File: src/sv/morse_led_keyer_unit_macros.svh
// Assertion macros for the Morse LED keyer modules, used by the interval queue.
`ifndef MORSE_LED_KEYER_UNIT_MACROS_SVH
`define MORSE_LED_KEYER_UNIT_MACROS_SVH

// Same-cycle implication, sampled on i_clk, off while in reset.
`define MLK_ASSERT_NOW(lbl, ante, cons, msg) \
    lbl: assert property (@(posedge i_clk) disable iff (!i_rst_n) \
        (ante) |-> (cons)) else $error(msg);

// Next-cycle implication, sampled on i_clk, off while in reset.
`define MLK_ASSERT_NEXT(lbl, ante, cons, msg) \
    lbl: assert property (@(posedge i_clk) disable iff (!i_rst_n) \
        (ante) |=> (cons)) else $error(msg);

`endif

File: src/sv/mlk_pkg.sv
// Types, constants and the Morse lookup table of the LED keyer.
`default_nettype none

package mlk_pkg;

    // Field widths
    localparam int CHAR_W  = 8;
    localparam int TICKS_W = 16;
    localparam int DUR_W   = 19;
    localparam int UNITS_W = 3;
    localparam int LEN_W   = 3;
    localparam int PAT_W   = 5;
    localparam int IDX_W   = 6;

    // Element queue geometry
    localparam int QDEPTH = 16;
    localparam int QAW    = $clog2(QDEPTH);
    localparam int QCW    = $clog2(QDEPTH + 1);

    // Reset value of the unit length
    localparam logic [TICKS_W-1:0] UNIT_TICKS_RST = 16'd500;

    // Interval lengths in units
    localparam logic [UNITS_W-1:0] UNITS_DOT       = 3'd1;
    localparam logic [UNITS_W-1:0] UNITS_DASH      = 3'd3;
    localparam logic [UNITS_W-1:0] UNITS_ELEM_GAP  = 3'd1;
    localparam logic [UNITS_W-1:0] UNITS_CHAR_GAP  = 3'd3;
    localparam logic [UNITS_W-1:0] UNITS_WORD_GAP  = 3'd7;

    // ASCII landmarks
    localparam logic [CHAR_W-1:0] CH_LOWER_A = 8'h61;
    localparam logic [CHAR_W-1:0] CH_LOWER_Z = 8'h7A;
    localparam logic [CHAR_W-1:0] CH_UPPER_A = 8'h41;
    localparam logic [CHAR_W-1:0] CH_UPPER_Z = 8'h5A;
    localparam logic [CHAR_W-1:0] CH_ZERO    = 8'h30;
    localparam logic [CHAR_W-1:0] CH_NINE    = 8'h39;
    localparam logic [CHAR_W-1:0] CASE_GAP   = CH_LOWER_A - CH_UPPER_A;
    localparam int                NUM_LETTERS = 26;
    localparam int                NUM_CODES   = 36;

    // Element count per symbol, letters A-Z then digits 0-9
    localparam logic [LEN_W-1:0] CODE_LEN [NUM_CODES] = '{
        3'd2, 3'd4, 3'd4, 3'd3, 3'd1, 3'd4, 3'd3, 3'd4, 3'd2, 3'd4,
        3'd3, 3'd4, 3'd2, 3'd2, 3'd3, 3'd4, 3'd4, 3'd3, 3'd3, 3'd1,
        3'd3, 3'd4, 3'd3, 3'd4, 3'd4, 3'd4,
        3'd5, 3'd5, 3'd5, 3'd5, 3'd5, 3'd5, 3'd5, 3'd5, 3'd5, 3'd5
    };

    // Element pattern per symbol, first element in bit 0, 1 = dash
    localparam logic [PAT_W-1:0] CODE_PAT [NUM_CODES] = '{
        5'h02, 5'h01, 5'h05, 5'h01, 5'h00, 5'h04, 5'h03, 5'h00, 5'h00, 5'h0E,
        5'h05, 5'h02, 5'h03, 5'h01, 5'h07, 5'h06, 5'h0B, 5'h02, 5'h00, 5'h01,
        5'h04, 5'h08, 5'h06, 5'h09, 5'h0D, 5'h03,
        5'h1F, 5'h1E, 5'h1C, 5'h18, 5'h10, 5'h00, 5'h01, 5'h03, 5'h07, 5'h0F
    };

    // Looked-up symbol
    typedef struct packed {
        logic             hit;
        logic [LEN_W-1:0] len;
        logic [PAT_W-1:0] pat;
    } t_code;

    // One queued interval, before scaling by the unit length
    typedef struct packed {
        logic               led_on;
        logic [UNITS_W-1:0] units;
        logic               last_of_char;
        logic               message_done;
    } t_entry;

    localparam int ENTRY_W = $bits(t_entry);

    // One finished result
    typedef struct packed {
        logic             led_on;
        logic [DUR_W-1:0] duration_ticks;
        logic             last_of_char;
        logic             message_done;
    } t_result;

    // Queue write request from the element generator
    typedef struct packed {
        logic   we;
        t_entry data;
    } t_wr_req;

    // Queue status back to the element generator
    typedef struct packed {
        logic full;
        logic empty;
    } t_q_status;

    // Fold case and look the character up in the Morse table
    function automatic t_code mlk_lookup(input logic [CHAR_W-1:0] ch);
        logic [CHAR_W-1:0] up;
        logic [CHAR_W-1:0] off;
        t_code             res;
        up  = ch;
        off = '0;
        res = '0;
        if (ch >= CH_LOWER_A && ch <= CH_LOWER_Z) begin
            up = ch - CASE_GAP;
        end
        if (up >= CH_ZERO && up <= CH_NINE) begin
            off     = up - CH_ZERO + CHAR_W'(NUM_LETTERS);
            res.hit = 1'b1;
        end else if (up >= CH_UPPER_A && up <= CH_UPPER_Z) begin
            off     = up - CH_UPPER_A;
            res.hit = 1'b1;
        end
        if (res.hit) begin
            res.len = CODE_LEN[off[IDX_W-1:0]];
            res.pat = CODE_PAT[off[IDX_W-1:0]];
        end
        return res;
    endfunction

endpackage

`default_nettype wire

File: src/sv/mlk_stream_if.sv
// Valid/ready channel interfaces for characters in and intervals out.
`default_nettype none

interface mlk_in_if;
    logic       valid;
    logic       ready;
    logic [7:0] char_code;
    logic       end_of_message;

    modport source (output valid, output char_code, output end_of_message, input ready);
    modport sink   (input valid, input char_code, input end_of_message, output ready);
endinterface

interface mlk_out_if;
    logic        valid;
    logic        ready;
    logic        led_on;
    logic [18:0] duration_ticks;
    logic        last_of_char;
    logic        message_done;

    modport source (output valid, output led_on, output duration_ticks,
                    output last_of_char, output message_done, input ready);
    modport sink   (input valid, input led_on, input duration_ticks,
                    input last_of_char, input message_done, output ready);
endinterface

`default_nettype wire

File: src/sv/mlk_ram.sv
// Generic simple dual-port RAM with registered read.
`default_nettype none

module mlk_ram #(
    parameter int WIDTH = 8,
    parameter int DEPTH = 16
) (
    input  wire logic                     i_clk,
    input  wire logic                     i_we,
    input  wire logic [$clog2(DEPTH)-1:0] i_waddr,
    input  wire logic [WIDTH-1:0]         i_wdata,
    input  wire logic                     i_re,
    input  wire logic [$clog2(DEPTH)-1:0] i_raddr,
    output logic      [WIDTH-1:0]         o_rdata
);

    logic [WIDTH-1:0] r_mem [DEPTH];
    logic [WIDTH-1:0] r_rdata;

    // Write port
    always_ff @(posedge i_clk) begin
        if (i_we) begin
            r_mem[i_waddr] <= i_wdata;
        end
    end

    // Registered read port
    always_ff @(posedge i_clk) begin
        if (i_re) begin
            r_rdata <= r_mem[i_raddr];
        end
    end

    assign o_rdata = r_rdata;

endmodule

`default_nettype wire

File: src/sv/mlk_elem_gen.sv
// Element generator: turns one character into queued on/off intervals.
`default_nettype none

module mlk_elem_gen (
    input  wire logic               i_clk,
    input  wire logic               i_rst_n,
    mlk_in_if.sink                  i_in,
    input  wire mlk_pkg::t_q_status i_q_stat,
    output mlk_pkg::t_wr_req        o_wr
);
    import mlk_pkg::*;

    typedef enum logic [2:0] {
        S_IDLE = 3'b001,
        S_ON   = 3'b010,
        S_OFF  = 3'b100
    } t_gen_state;

    t_gen_state       r_state, n_state;
    logic [PAT_W-1:0] r_pat,   n_pat;
    logic [LEN_W-1:0] r_left,  n_left;
    logic             r_gap,   n_gap;
    logic             r_eom,   n_eom;
    t_code            w_code;

    assign w_code     = mlk_lookup(i_in.char_code);
    assign i_in.ready = (r_state == S_IDLE);

    // Sequence the elements, one queue write per cycle while the queue is not full
    always_comb begin
        logic last_el;
        last_el   = r_gap || (r_left == LEN_W'(1));
        n_state   = r_state;
        n_pat     = r_pat;
        n_left    = r_left;
        n_gap     = r_gap;
        n_eom     = r_eom;
        o_wr      = '0;
        case (r_state)
            S_IDLE: begin
                if (i_in.valid) begin
                    n_pat   = w_code.pat;
                    n_left  = w_code.len;
                    n_gap   = !w_code.hit;
                    n_eom   = i_in.end_of_message;
                    n_state = w_code.hit ? S_ON : S_OFF;
                end
            end
            S_ON: begin
                if (!i_q_stat.full) begin
                    o_wr.we                = 1'b1;
                    o_wr.data.led_on       = 1'b1;
                    o_wr.data.units        = r_pat[0] ? UNITS_DASH : UNITS_DOT;
                    o_wr.data.last_of_char = 1'b0;
                    o_wr.data.message_done = 1'b0;
                    n_state                = S_OFF;
                end
            end
            S_OFF: begin
                if (!i_q_stat.full) begin
                    o_wr.we                = 1'b1;
                    o_wr.data.led_on       = 1'b0;
                    o_wr.data.units        = r_gap   ? UNITS_WORD_GAP :
                                             last_el ? UNITS_CHAR_GAP : UNITS_ELEM_GAP;
                    o_wr.data.last_of_char = last_el;
                    o_wr.data.message_done = last_el && r_eom;
                    n_pat                  = r_pat >> 1;
                    n_left                 = r_left - LEN_W'(1);
                    n_state                = last_el ? S_IDLE : S_ON;
                end
            end
            default: begin
                n_state = S_IDLE;
            end
        endcase
    end

    // Control state
    always_ff @(posedge i_clk) begin
        if (!i_rst_n) begin
            r_state <= S_IDLE;
        end else begin
            r_state <= n_state;
        end
    end

    // Character payload
    always_ff @(posedge i_clk) begin
        r_pat  <= n_pat;
        r_left <= n_left;
        r_gap  <= n_gap;
        r_eom  <= n_eom;
    end

endmodule

`default_nettype wire

File: src/sv/mlk_elem_queue.sv
// Interval queue in RAM, unit scaling and registered output with skid stage.
`default_nettype none
`include "morse_led_keyer_unit_macros.svh"

module mlk_elem_queue (
    input  wire logic                        i_clk,
    input  wire logic                        i_rst_n,
    input  wire logic                        i_cfg_we,
    input  wire logic [mlk_pkg::TICKS_W-1:0] i_cfg_wdata,
    input  wire mlk_pkg::t_wr_req            i_wr,
    output mlk_pkg::t_q_status               o_q_stat,
    mlk_out_if.source                        o_out
);
    import mlk_pkg::*;

    logic [TICKS_W-1:0] r_unit_ticks;
    logic [QAW-1:0]     r_wr_ptr;
    logic [QAW-1:0]     r_rd_ptr;
    logic [QCW-1:0]     r_count, n_count;
    logic               r_pend;
    logic               r_out_valid, n_out_valid;
    logic               r_skid_valid, n_skid_valid;
    t_result            r_out, n_out;
    t_result            r_skid, n_skid;
    logic [ENTRY_W-1:0] w_rdata;
    t_entry             w_entry;
    t_result            w_scaled;
    logic               w_pop;
    logic               w_rd_issue;
    logic [1:0]         w_occ;

    // Queue storage
    mlk_ram #(
        .WIDTH (ENTRY_W),
        .DEPTH (QDEPTH)
    ) u_ram (
        .i_clk   (i_clk),
        .i_we    (i_wr.we),
        .i_waddr (r_wr_ptr),
        .i_wdata (i_wr.data),
        .i_re    (w_rd_issue),
        .i_raddr (r_rd_ptr),
        .o_rdata (w_rdata)
    );

    assign o_q_stat.full  = (r_count == QCW'(QDEPTH));
    assign o_q_stat.empty = (r_count == '0);

    // Issue a read only when the output side has a free slot for it
    assign w_pop      = r_out_valid && o_out.ready;
    assign w_occ      = {1'b0, r_out_valid} + {1'b0, r_skid_valid} + {1'b0, r_pend};
    assign w_rd_issue = !o_q_stat.empty && ((w_occ - {1'b0, w_pop}) < 2'd2);

    assign n_count = r_count + QCW'(i_wr.we) - QCW'(w_rd_issue);

    // Scale the returning entry by the unit length
    assign w_entry                 = t_entry'(w_rdata);
    assign w_scaled.led_on         = w_entry.led_on;
    assign w_scaled.duration_ticks = DUR_W'(w_entry.units) * DUR_W'(r_unit_ticks);
    assign w_scaled.last_of_char   = w_entry.last_of_char;
    assign w_scaled.message_done   = w_entry.message_done;

    // Move data through output and skid registers
    always_comb begin
        n_out        = r_out;
        n_skid       = r_skid;
        n_out_valid  = r_out_valid;
        n_skid_valid = r_skid_valid;
        if (!r_out_valid || w_pop) begin
            if (r_skid_valid) begin
                n_out        = r_skid;
                n_out_valid  = 1'b1;
                n_skid       = w_scaled;
                n_skid_valid = r_pend;
            end else begin
                n_out        = w_scaled;
                n_out_valid  = r_pend;
            end
        end else if (r_pend) begin
            n_skid       = w_scaled;
            n_skid_valid = 1'b1;
        end
    end

    // Control state
    always_ff @(posedge i_clk) begin
        if (!i_rst_n) begin
            r_unit_ticks <= UNIT_TICKS_RST;
            r_wr_ptr     <= '0;
            r_rd_ptr     <= '0;
            r_count      <= '0;
            r_pend       <= 1'b0;
            r_out_valid  <= 1'b0;
            r_skid_valid <= 1'b0;
        end else begin
            if (i_cfg_we) begin
                r_unit_ticks <= i_cfg_wdata;
            end
            if (i_wr.we) begin
                r_wr_ptr <= r_wr_ptr + QAW'(1);
            end
            if (w_rd_issue) begin
                r_rd_ptr <= r_rd_ptr + QAW'(1);
            end
            r_count      <= n_count;
            r_pend       <= w_rd_issue;
            r_out_valid  <= n_out_valid;
            r_skid_valid <= n_skid_valid;
        end
    end

    // Result payload
    always_ff @(posedge i_clk) begin
        r_out  <= n_out;
        r_skid <= n_skid;
    end

    assign o_out.valid          = r_out_valid;
    assign o_out.led_on         = r_out.led_on;
    assign o_out.duration_ticks = r_out.duration_ticks;
    assign o_out.last_of_char   = r_out.last_of_char;
    assign o_out.message_done   = r_out.message_done;

    `MLK_ASSERT_NOW(a_no_write_when_full, i_wr.we, !o_q_stat.full, "queue written while full")
    `MLK_ASSERT_NOW(a_no_rw_collision, i_wr.we && w_rd_issue, r_wr_ptr != r_rd_ptr, "read and write hit one entry")
    `MLK_ASSERT_NOW(a_skid_no_overrun, r_pend && r_skid_valid, w_pop, "returning read with no free slot")
    `MLK_ASSERT_NEXT(a_count_tracks_ptrs, i_wr.we && !w_rd_issue, !o_q_stat.empty, "queue count lost a write")

endmodule

`default_nettype wire

File: src/sv/morse_led_keyer_unit.sv
// Top level of the Morse LED keyer.
`default_nettype none

// Morse LED keyer. Each character transaction on i_in is folded to upper
// case and looked up in the International Morse table (A-Z, 0-9); every
// dot or dash yields an LED-on interval of 1 or 3 units and an LED-off
// interval of 1 unit, or 3 units after the last element, while any other
// code yields a single 7-unit off interval. Intervals leave on o_out in
// time order, one transaction per interval, with durations in ticks
// (units times unit_ticks, written through i_cfg_we/i_cfg_wdata, reset
// value 500, to be changed only while the block is idle). While a character
// is expanded the input is held not ready and the element generator writes
// one interval per cycle, unless the queue is full, into a 16-entry RAM
// queue; each entry passes the RAM read register, is scaled and enters the
// output (or skid) register, and results then leave at up to one per cycle
// while o_out is ready, as the next character is already being accepted.
module morse_led_keyer_unit (
    input  wire logic                        i_clk,
    input  wire logic                        i_rst_n,
    mlk_in_if.sink                           i_in,
    mlk_out_if.source                        o_out,
    input  wire logic                        i_cfg_we,
    input  wire logic [mlk_pkg::TICKS_W-1:0] i_cfg_wdata
);
    import mlk_pkg::*;

    t_wr_req   w_wr;
    t_q_status w_q_stat;

    // Expand characters into intervals
    mlk_elem_gen u_gen (
        .i_clk    (i_clk),
        .i_rst_n  (i_rst_n),
        .i_in     (i_in),
        .i_q_stat (w_q_stat),
        .o_wr     (w_wr)
    );

    // Queue, scale and deliver intervals
    mlk_elem_queue u_queue (
        .i_clk       (i_clk),
        .i_rst_n     (i_rst_n),
        .i_cfg_we    (i_cfg_we),
        .i_cfg_wdata (i_cfg_wdata),
        .i_wr        (w_wr),
        .o_q_stat    (w_q_stat),
        .o_out       (o_out)
    );

endmodule

`default_nettype wire

File: src/flat_wrapper.sv
// flat-port wrapper written by rule: the top's interface ports become plain ports
module morse_led_keyer_unit_flat import mlk_pkg::*;
  (i_clk, i_rst_n, i_cfg_we, i_cfg_wdata, i_in_valid, i_in_char_code, i_in_end_of_message, i_in_ready, o_out_valid, o_out_led_on, o_out_duration_ticks, o_out_last_of_char, o_out_message_done, o_out_ready);
  mlk_in_if i_in_i ();
  mlk_out_if o_out_i ();
  input  wire logic i_clk;
  input  wire logic i_rst_n;
  input  wire logic i_cfg_we;
  input  wire logic [mlk_pkg::TICKS_W-1:0] i_cfg_wdata;
  input wire logic [$bits(i_in_i.valid)-1:0] i_in_valid;
  input wire logic [$bits(i_in_i.char_code)-1:0] i_in_char_code;
  input wire logic [$bits(i_in_i.end_of_message)-1:0] i_in_end_of_message;
  output wire logic [$bits(i_in_i.ready)-1:0] i_in_ready;
  output wire logic [$bits(o_out_i.valid)-1:0] o_out_valid;
  output wire logic [$bits(o_out_i.led_on)-1:0] o_out_led_on;
  output wire logic [$bits(o_out_i.duration_ticks)-1:0] o_out_duration_ticks;
  output wire logic [$bits(o_out_i.last_of_char)-1:0] o_out_last_of_char;
  output wire logic [$bits(o_out_i.message_done)-1:0] o_out_message_done;
  input wire logic [$bits(o_out_i.ready)-1:0] o_out_ready;
  assign i_in_i.valid = i_in_valid;
  assign i_in_i.char_code = i_in_char_code;
  assign i_in_i.end_of_message = i_in_end_of_message;
  assign i_in_ready = i_in_i.ready;
  assign o_out_valid = o_out_i.valid;
  assign o_out_led_on = o_out_i.led_on;
  assign o_out_duration_ticks = o_out_i.duration_ticks;
  assign o_out_last_of_char = o_out_i.last_of_char;
  assign o_out_message_done = o_out_i.message_done;
  assign o_out_i.ready = o_out_ready;
  morse_led_keyer_unit u_core (.i_clk(i_clk), .i_rst_n(i_rst_n), .i_in(i_in_i), .o_out(o_out_i), .i_cfg_we(i_cfg_we), .i_cfg_wdata(i_cfg_wdata));
endmodule
File: config.mk
export PLATFORM = sky130hd
export DESIGN_NAME = morse_led_keyer_unit_flat
export DESIGN_NICKNAME = d
export VERILOG_FILES = /design/src/sv/mlk_pkg.sv /design/src/sv/mlk_stream_if.sv /design/src/sv/mlk_ram.sv /design/src/sv/mlk_elem_gen.sv /design/src/sv/mlk_elem_queue.sv /design/src/sv/morse_led_keyer_unit.sv /design/src/flat_wrapper.sv
export VERILOG_INCLUDE_DIRS = /design/src /design/src/sv
export SDC_FILE = /design/constraint.sdc
export NUM_CORES = 1
export LEC_CHECK = 0
export ABC_AREA = 1
export BUFFER_PORTS_ARGS = -buffer_cell sky130_fd_sc_hd__buf_4
export CAP_MARGIN = 20
export CORE_ASPECT_RATIO = 1.75
export CORE_UTILIZATION = 60
export DETAILED_ROUTE_END_ITERATION = 10
export GPL_TIMING_DRIVEN = 0
export HOLD_SLACK_MARGIN = 0.03
export PLACE_DENSITY = 0.78
export SETUP_SLACK_MARGIN = 0.4
export SLEW_MARGIN = 20
export SYNTH_ARGS = -nofsm -noshare
export SYNTH_HDL_FRONTEND = slang
export SYNTH_HIERARCHICAL = 1
export SYNTH_SLANG_ARGS = --single-unit
export TNS_END_PERCENT = 5
File: constraint.sdc
create_clock -name i_clk -period 5.2 [get_ports i_clk]
set_input_delay 1.04 -clock i_clk [delete_from_list [all_inputs] [get_ports i_clk]]
set_output_delay 1.04 -clock i_clk [all_outputs]
set_load 0.02 [all_outputs]
==> impl_metrics.yaml <==
flow_run:
  maxCapViolCount: 0
power_and_ir_drop:
  power_spent_charging_and_discharging_nets_mw: 2.413
  cellLeakagePower_nw: 5.812
  power.share.switching_pct: 38.95
  vdd_ir_drop_max_mv: 0.2853
  comb_power_share_pct: 42.2
  cellInternalPower_mw: 3.781
  power_frac_clock_pct: 22.9
  power.sequential.fraction_pct: 35.0
  power_density_mw_per_mm2: 503.8
synthesis:
  syn_nets: 1359
  synth_warnings: 6
  syn-instance-count: 1269
  syn-mean-instance-area_um2: 8.601
  synth.cell_area_mm2: 0.01091
cts:
  cts_tree: "done"
  clock_sinks: 191
  clk_path_buf_depth: 2
  post-cts-setup-buffers: 0
  cts.repair.resized: 0
  clock_latency_ns: 0.44
  ctsHoldBuffers: 0
  cts-htree-levels: 4
  cts-buffers-inserted: 17
  clkSlewWorstSetupHoldPaths_ns: 0.07
  clk_root_buffer_cell: "clkbuf_16"
grt:
  grt.total_usage_pct: 27.45
  maximum_number_of_pins_on_one_net_before_global_route_repair: 23
  globalRouteOverflowTotal: 0
  antenna_violations_before_repair: 0
  global_route_wire_length_before_repair_um: 39530
  first_global_vias: 8292
placement:
  dp.final_hpwl_um: 18690
  placed_cells: 1554
  place.gp.congestion: 0.9204
  buffer_ports.inserted: 52
worst_setup_path:
  arrival_ns: 4.20
  startpoint_type: "input port"
  cp-end-kind: "register"
  crit_path_frequent_cell: "inv_1"
  reg2regPathDepth: 18
  critical_path_class: "input port to register"
  max_incr_delay_on_cp_ns: 0.42
  worst_ep_required_time_ns: 5.57
  crit_path_max_fanout: 13
  crit_path_cell_trace: "buf_4, nand2_1, inv_1, ha_1, inv_1, ha_1, nand2_1, inv_1, o21bai_1, nand3_1, inv_1, ha_1, inv_1, ha_1, inv_1, fa_1, o31ai_1, o21ai_0, a21oi_1"
  critPathSlowestCell: "inv_1"
timing:
  clock_period_minus_final_worst_setup_slack_ns: 3.837
  fmax_mhz: 260.6
  worst_pin_slew_ns: 0.9059
  fin_crit_sh_pct: 73.78
  final-setup-viol-count: 0
  clock_skew_ns: 0.01278
  timing.setup.tns_ns: 0
  relSlewSlack_pct: 39.54
  hold_violations: 0
  grt_setup_unrepaired: "false"
  report.final.slew_viol_count: 0
route:
  final_antenna_net_count: 0
  wl_um: 24630
  detailroute.via_count: 8330
  dr.pass1.iters: 5
  average_vias_per_placed_instance: 5.252
  remaining_drc_errors: 0
  wl_per_cell_um: 15.53
  dr.first_iter.drc_count: 415
floorplanning:
  pin_count: 54
  die_width_um: 104.0
  die_area_mm2: 0.01876
  core_mm2: 0.01762
  row_count: 64
  die_ht_um: 180.4
  start_util_pct: 61.95
final_layout:
  antenna_cells: 0
  postLayoutCoreUtil_pct: 69.78
  syn_to_final_growth_pct: 12.63
  drive_above_1_share_pct: 14.98
  layout.cells.non_filler: 1586
  nNetsFinal: 1432
  num-fill-cells: 1447
min_path:
  min_delay_path_depth: 0
  worstHoldPathType: "register to register"
status:
  run_status: "completed"
==> worst max-delay path: cells and delay by family <==
kind                     cells  cell delay [ns]
adder cells (fa/ha/maj)      5             1.41
buffers and inverters        7             0.76
AO/OA/AOI/OAI                4             0.67
AND/OR/NAND/NOR              3             0.32
==> power groups by stage <==
| stage | Combinational, mW | Clock, mW | Sequential (mW) |
|---|---|---|---|
| 2_1_floorplan | 1.77 | 0 | 2.29 |
| 3_3_place_gp | 2.50 | 0 | 2.20 |
| 3_5_place_dp | 2.58 | 0 | 2.20 |
| 4_1_cts | 2.61 | 1.44 | 2.17 |
| 5_1_grt | 2.94 | 1.50 | 2.19 |
| 6_report | 2.61 | 1.42 | 2.16 |
==> area by class of cell <==
type                       count  area (um^2)  area share, %
buffer                        34        165.2          1.344
clock buffer                  17        425.4          3.461
clock inverter                15        224.0          1.822
inverter                     213        810.8          6.595
multi-input combinational    831         4584          37.29
sequential                   191         5385          43.81
tap                          231        289.0          2.351
timing repair buffer          54        409.1          3.328
==> per-stage QoR <==
step	power (mW)	setup slack (ns)	instance area, um^2	hold WS (ns)
2_1_floorplan	4.059	1.509	10910	0.4268
3_3_place_gp	4.698	1.006	11590	0.4447
3_5_place_dp	4.782	0.9007	11640	0.4498
4_1_cts	6.214	1.348	12290	0.4666
5_1_grt	6.623	1.041	12290	0.4711
6_report	6.194	1.363	12290	0.4606
==> placed cells by master, fill, tap and decap left out, drive strengths merged <==
cell / instances
nand2: 436
inv: 214
edfxtp: 156
nand3: 122
nor2: 86
buf: 73
ha: 44
dfxtp: 35
a21oi: 34
o21ai: 32
clkbuf: 32
fa: 16
xor2: 12
nor3: 9
nand4: 8
clkinv: 8
and2: 7
nand3b: 5
bufinv: 4
xnor2: 3
clkinvlp: 2
a31oi: 2
o31ai: 2
o22ai: 2
o21bai: 2
a21boi: 2
or2: 2
o211ai: 1
a41oi: 1
nor3b: 1
a21o: 1
a211oi: 1
==> final timing paths <==
check | startpoint | endpoint | slack [ns]
setup / recovery | o_out_ready | u_core/u_queue/r_count[4] | 1.36
hold / removal | u_core/u_queue/u_ram/o_rdata[5] | u_core/u_queue/r_skid[21] | 0.46
setup reg to reg | u_core/u_queue/o_out.valid | u_core/u_queue/r_count[4] | 1.73
hold reg to reg | u_core/u_queue/u_ram/o_rdata[5] | u_core/u_queue/r_skid[21] | 0.46
==> sequential cells by signal (all words and copies together) (netlist names), 3 cells and up <==
| signal | cells |
|---|---|
| u_core/u_queue/r_wr_ptr | 4 |
| u_core/u_queue/r_skid | 22 |
| u_core/u_gen/r_state | 3 |
| u_core/u_queue/r_rd_ptr | 4 |
| u_core/u_gen/r_left | 3 |
| u_core/u_gen/r_pat | 5 |
| u_core/u_queue/r_count | 5 |
| u_core/u_queue/u_ram/o_rdata | 6 |
| u_core/u_queue/o_out.duration_ticks | 19 |
| u_core/u_queue/r_unit_ticks | 16 |
| u_core/u_queue/u_ram/r_mem | 96 |
==> metal layers <==
layer | global-route usage, % | wire, um
met1 | 25.63 | 8444
met2 | 55.28 | 14160
met3 | 3.653 | 894
met4 | 15.60 | 1125
met5 | 0 | 0
No activity file was read; power rests on OpenSTA's default activity.
